**src/sv/edsg_pkg.sv**
```systemverilog
// Package: shared types and constants of the encoder delta spike gate.
package edsg_pkg;
    localparam int unsigned REACQ_GOOD = 3;
    localparam logic [6:0]  STREAK_MAX = 7'h7F;
    localparam logic [2:0]  REG_SCALE  = 3'd0;
    localparam logic [2:0]  REG_MAXSPD = 3'd1;
    localparam logic [2:0]  REG_SPIKE  = 3'd2;
    localparam logic [2:0]  REG_MINWIN = 3'd3;
    localparam logic [2:0]  REG_REJECT = 3'd4;
    localparam logic [2:0]  REG_TRACK  = 3'd5;

    // divider request / status between sequencer and divider
    typedef struct packed {
        logic        start;
        logic [95:0] dividend;
        logic [31:0] divisor;
    } t_div_req;

    typedef struct packed {
        logic        done;
        logic [95:0] quotient;
    } t_div_rsp;
endpackage

```
**src/sv/edsg_div.sv**
```systemverilog
// Radix-2 restoring divider, one quotient bit per cycle.
module edsg_div (
    input  logic              i_clk,
    input  logic              i_rst_n,
    input  edsg_pkg::t_div_req i_req,
    output edsg_pkg::t_div_rsp o_rsp
);
    import edsg_pkg::*;

    logic [95:0] r_quo, n_quo;
    logic [32:0] r_rem, n_rem;
    logic [31:0] r_dvs;
    logic [6:0]  r_cnt, n_cnt;
    logic        r_busy, n_busy;
    logic        r_done, n_done;
    logic [32:0] w_trial;
    logic [32:0] w_sh;

    always_comb begin
        w_sh    = {r_rem[31:0], r_quo[95]};
        w_trial = w_sh - {1'b0, r_dvs};
        n_quo   = r_quo;
        n_rem   = r_rem;
        n_cnt   = r_cnt;
        n_busy  = r_busy;
        n_done  = 1'b0;
        if (i_req.start) begin
            n_quo  = i_req.dividend;
            n_rem  = '0;
            n_cnt  = 7'd0;
            n_busy = 1'b1;
        end else if (r_busy) begin
            if (!w_trial[32]) begin
                n_rem = w_trial;
                n_quo = {r_quo[94:0], 1'b1};
            end else begin
                n_rem = w_sh;
                n_quo = {r_quo[94:0], 1'b0};
            end
            n_cnt = r_cnt + 7'd1;
            if (r_cnt == 7'd95) begin
                n_busy = 1'b0;
                n_done = 1'b1;
            end
        end
    end

    always_ff @(posedge i_clk) begin
        if (!i_rst_n) begin
            r_busy <= 1'b0;
            r_done <= 1'b0;
            r_cnt  <= '0;
        end else begin
            r_busy <= n_busy;
            r_done <= n_done;
            r_cnt  <= n_cnt;
        end
        r_quo <= n_quo;
        r_rem <= n_rem;
        if (i_req.start) r_dvs <= i_req.divisor;
    end

    assign o_rsp.done     = r_done;
    assign o_rsp.quotient = r_quo;
endmodule

```
**config.mk**
```make
export PLATFORM = sky130hd
export DESIGN_NAME = edsg_div
export DESIGN_NICKNAME = d
export VERILOG_FILES = /design/src/sv/edsg_pkg.sv /design/src/sv/edsg_div.sv
export SDC_FILE = /design/constraint.sdc
export NUM_CORES = 1
export LEC_CHECK = 0
export BUFFER_PORTS_ARGS = -buffer_cell sky130_fd_sc_hd__clkbuf_2
export CORE_MARGIN = 10
export CORE_UTILIZATION = 30
export DETAILED_ROUTE_END_ITERATION = 6
export GPL_TIMING_DRIVEN = 0
export MAX_ROUTING_LAYER = met4
export PLACE_DENSITY = 0.46
export SYNTH_ARGS = -nofsm -noshare
export SYNTH_HDL_FRONTEND = slang
export SYNTH_SLANG_ARGS = --single-unit
```
**constraint.sdc**
```tcl
create_clock -name i_clk -period 3.4 [get_ports i_clk]
set_input_delay 0.17 -clock i_clk [delete_from_list [all_inputs] [get_ports i_clk]]
set_output_delay 0.17 -clock i_clk [all_outputs]
set_load 0.02 [all_outputs]
```
== Yosys cells after proc, flatten, opt, wreduce, memory -nomap -nowiden ==
Index checks and enable logic that the tools add are counted.
Storage, ports and cells
  bits in registers: 169
  bits in latches: 0
  RAM bits: 0
  ROM bits: 0
  input bits: 131
  output and inout port bits: 97
  logic and storage cells: 22
  memories: 0
Operators by class
  add/sub/neg operators: 2
  multiply operators: 0
  divide/modulo/power cells: 0
  $lt $le $gt $ge: 0
  equality and inequality tests: 1
  shift-type cells: 0
  muxes and demuxes: 8
  bitwise operators: 2
  reduce and logical (&&, ||, !) cells: 3
Operator list (count)
  2-to-1 mux 96 bit: 2
  subtractor 33 x 32 -> 33 bit: 1
  2-to-1 mux 32 bit: 1
  adder 7 x 1 -> 7 bit (second input constant): 1
  equality test 7 bit (second input constant): 1
  2-to-1 mux 1 bit: 5
  OR reduction 3 bit: 1
  NOT 1 bit: 2
  nonzero test 2 bit: 1
  OR reduction 2 bit: 1

== Longest topological paths before layout ==
  depth in word-level cells: 4
  mapped depth: 13
  mapped depth without buffers: 12

== Worst setup path before layout ==
Ideal clock, no wire load.
  path kind: register to register
  start point: register r_quo[95]
  end point: register r_rem[21]
  setup time: 0.091 ns
  arrival: 3.000 ns
  data required time: 3.309 ns
  slack: 0.309 ns
  stages on the path, launching flop included: 13
  buffers on the path: 0
  period minus slack after synthesis: 3.091 ns
  path through: edfxtp_1 -> inv_1 -> ha_1 -> fa_1 -> nand2b_1 -> a21oi_1 -> o21bai_1 -> a21oi_2 -> nor2_1 -> o31a_4 -> xnor2_4 -> or3_1 -> a311oi_1
On the way
  cells in the longest elaborated chain, start to end: 2
Ends and longest elaborated chain
  start, declared: line edsg_div.sv:10  | logic [95:0] r_quo, n_quo;
  start signal, assigned: line edsg_div.sv:58  | r_quo <= n_quo;
  subtractor 33 x 32 -> 33 bit: line edsg_div.sv:21  | w_trial = w_sh - {1'b0, r_dvs};
  2-to-1 mux 32 bit: line edsg_div.sv:33  | if (!w_trial[32]) begin
  end signal, assigned: line edsg_div.sv:59  | r_rem <= n_rem;
  end, declared: line edsg_div.sv:11  | logic [32:0] r_rem, n_rem;
Every way passes these cells.
A chain may end at the register's enable or synchronous reset.

== Worst setup path after layout ==
  start point: register r_quo[95]
  end point: register r_quo[0], data pin
On the way
  cells in the longest elaborated chain, start to end: 4
Ends and longest elaborated chain
  subtractor 33 x 32 -> 33 bit: line edsg_div.sv:21
  2-to-1 mux 1 bit: line edsg_div.sv:33
  2-to-1 mux 96 bit: line edsg_div.sv:32  | end else if (r_busy) begin
  2-to-1 mux 96 bit: line edsg_div.sv:27  | if (i_req.start) begin
  via n_quo[0]: line edsg_div.sv:10
The timed path passes the listed nets, and every way through them passes these cells. The select of a mux whose other input is x is not followed.

==> impl_metrics.csv <==
group,metric,value,unit
timing,setup-violations-final,0,
setup_path,crit_required,3530,ps
timing,fin_ws,103.9,ps
synthesis,avgSynthCellArea,11.71,um2
clock_tree,clock_path_buffers,2,
setup_path,crit_chain,"inv_1 > ha_1 > fa_2 > nand2b_4 > a21oi_4 > o21bai_2 > a21oi_2 > nor2_2 > o31a_4 > xnor2_4 > buf_6 > o21ai_0",
grt,use_met1,18.48,%
power,ir_worst_vdd,459.6,uV
route,viasPerCell,4.745,
place,dp_worst_setup_slack,-225.9,ps
final_layout,fin_cells,1433,
setup_path,r2r-start,"r_quo[95]",
grt,use_met2,23.03,%
final_layout,layout_commonest_cell,"clkbuf_2",
synthesis,synthDistinctLibCells,61,
floorplan,die_w,190.5,um
synthesis,syn-num-nets,910,
synthesis,synth_edf_count,128,
clock_tree,clk_pin_slew,80,ps
setup_path,worstSetupEndpointType,"flop",
power,p_leak,0.004731,uW
timing,tightestPinTransition,973.0,ps
place,port_buffers,227,
timing,clock.fmax,303.4,MHz
floorplan,row_count,62,
worst_hold_path,min_to,"r_quo[21]",
setup_path,crit_path_start_kind,"flop",
grt,grt_max_degree,53,
status,outcome,"completed",
route,wire_per_inst,19.07,um
worst_hold_path,hold_class,"input port to flop",
setup_path,critPathMaxStageDelay,410,ps
setup_path,cp_num_buf_inv,2,
timing,period_needed,3296,ps
route,dr_total_vias,6800,
final_layout,drive_above_1_share,37.00,%
setup_path,cp_max_fo,8,
synthesis,synth_warnings,0,
synthesis,syn-cell-area,8721,um2
final_layout,layout.nets,1198,
setup_path,r2r.worst_path.cells,12,
power,power.density,515.1,nW/um2
floorplan,die_h,190.5,um
timing,skew,10.31,ps
setup_path,worstPathArrival,3430,ps
place,finalWeightedCongestion,0.8749,
floorplan,core_region_area,28700,um2
grt,busiest_layer,"met2",
synthesis,syn_inst,745,
final_layout,final_util,39.65,%
timing,hold_viol_final,0,
clock_tree,cts_sinks,169,
grt,antenna_found_initial,1,
route,antenna_left,0,
timing,worst_slew_margin_rel,35.14,%
power,finalPower,5863,uW
grt,grt_pass1_wl,42010,um
clock_tree,cts_max_level,4,
setup_path,critPathTopFamily,"compound AO/OA/AOI/OAI gates",
clock_tree,worstSkewPairLatency,440,ps
route,drcViolationCount,0,
timing,drv_slew,0,
grt,grt_pass1_vias,7303,
floorplan,dieArea,36290,um2
timing,tns,0,ps
worst_hold_path,hold_path_depth,2,
clock_tree,numCtsBuffers,17,
final_layout,syn_to_final_growth,30.50,%
timing,timing.final.crit_share,96.94,%
route,drt_pass1_iterations,6,
floorplan,io-pin-count,228,
place,dp_cells,1357,
synthesis,synth.ff_latch_count,169,
setup_path,timing.rr.end,"r_quo[0]",
clock_tree,cts-root-buf,"clkbuf_16",
floorplan,initial_core_util,30.38,%
synthesis,synth_ff_type,"edfxtp_1",
grt,overflow,0,
grt,gr-usage-met3,7.352,%
setup_path,worst-setup-path-type,"flop to flop",
worst_hold_path,min_from,"i_req[53]",
setup_path,reg2reg_slack,100,ps
route,wl,27320,um
synthesis,yosysSeqAreaShare,53.49,%
route,drt_iter0_drc,387,
final_layout,most-common-layout-cells,"clkbuf_2 (228), edfxtp_1 (128), mux2_2 (95)",
grt,track_usage,15.46,%
setup_path,slowest_stage,"o31a_4",
clock_tree,tritoncts,"built",
place,hpwl,20630,um
synthesis,ys_async_sr_fraction,0,%
run,maxCapViolations,0,
## power by group
part | switching, uW | internal [uW] | leakage (uW)
combinational | 783 | 560 | 0.00284
clock | 957 | 993 | 0.000273
sequential | 122 | 2450 | 0.00161
total | 1860 | 4000 | 0.00473
## per-layer routing
layer  vias to the layer above  routed length, um
li1                       3327                  -
met1                      3248              11950
met2                       205              12400
met3                        20               2648
met4                         0                320
met5                         -                  0
## worst max-delay path by stage
stage	start	endpoint	slack (ps)	depth (start not counted)
3_5_place_dp	r_quo[95]	r_rem[19]	-230	13
6_report	r_quo[95]	r_quo[0]	100	12
3_3_place_gp	i_req[128]	r_quo[73]	-2280	5
4_1_cts	r_quo[95]	r_rem[19]	4	13
5_1_grt	r_dvs[22]	r_rem[0]	-6	13
2_1_floorplan	r_quo[95]	r_rem[21]	310	12
## cells by family after synthesis
logic type / Yosys count / synth area share [%]
AOI/OAI and AO/OA: 149 / 11.65
xor gates and xnor gates: 31 / 3.544
adders and majority gates: 34 / 4.964
muxes: 102 / 13.07
DFF: 169 / 53.49
buffers and inverters: 76 / 3.788
and+or+nand+nor: 184 / 9.498
## state kept, by name, indices dropped and copies added (netlist names)
register	count
r_cnt	7
r_dvs	32
r_done	1
r_rem	32
r_busy	1
r_quo	96
## synthesized netlist by cell type (all sizes together), types with 9 or more instances
| cell | number | area share [%] |
|---|---|---|
| o21ai | 34 | 2.0 |
| nand2b | 9 | 0.65 |
| ha | 33 | 4.7 |
| xnor2 | 21 | 2.5 |
| edfxtp | 128 | 44 |
| nor2 | 49 | 2.1 |
| dfxtp | 41 | 9.4 |
| clkbuf | 20 | 0.88 |
| nand2 | 82 | 3.5 |
| mux2 | 95 | 12 |
| a21o | 9 | 0.77 |
| a21oi | 40 | 2.3 |
| xor2 | 10 | 1.0 |
| inv | 42 | 1.8 |
| a311oi | 19 | 2.1 |
| buf | 14 | 1.1 |
## stage by stage
stage / instance area (um2) / hold slack [ps]
after CTS: 11320 / 7.279
final: 11380 / 23.52
after floorplan: 8721 / 268.9
after detailed placement: 10370 / 348.7
after global routing: 11380 / 6.814
after global placement: 10340 / 348.7
## repair_timing
action / 4_1_cts / 5_1_grt
hold buffers: 33 / 0
gates resized for setup: 1 / 9
pin swaps: 4 / 6
buffers inserted: 5 / 1
hold endpoints to repair: 33 / 0
gates cloned: 1 / 1
endpoints found under the setup margin: 30 / 31
## layout make-up
| class | instances | area (um2) |
|---|---|---|
| Fill cell | 2891 | 17320 |
| Sequential cell | 169 | 4664 |
| Multi-Input combinational cell | 500 | 3766 |
| Timing Repair Buffer | 269 | 1551 |
| Tap cell | 384 | 480.5 |
| Clock buffer | 19 | 442.9 |
| Buffer | 34 | 172.7 |
| Inverter | 42 | 160.2 |
| Clock inverter | 13 | 135.1 |
| Antenna cell | 3 | 7.507 |
(Power assumes the default switching activity.)
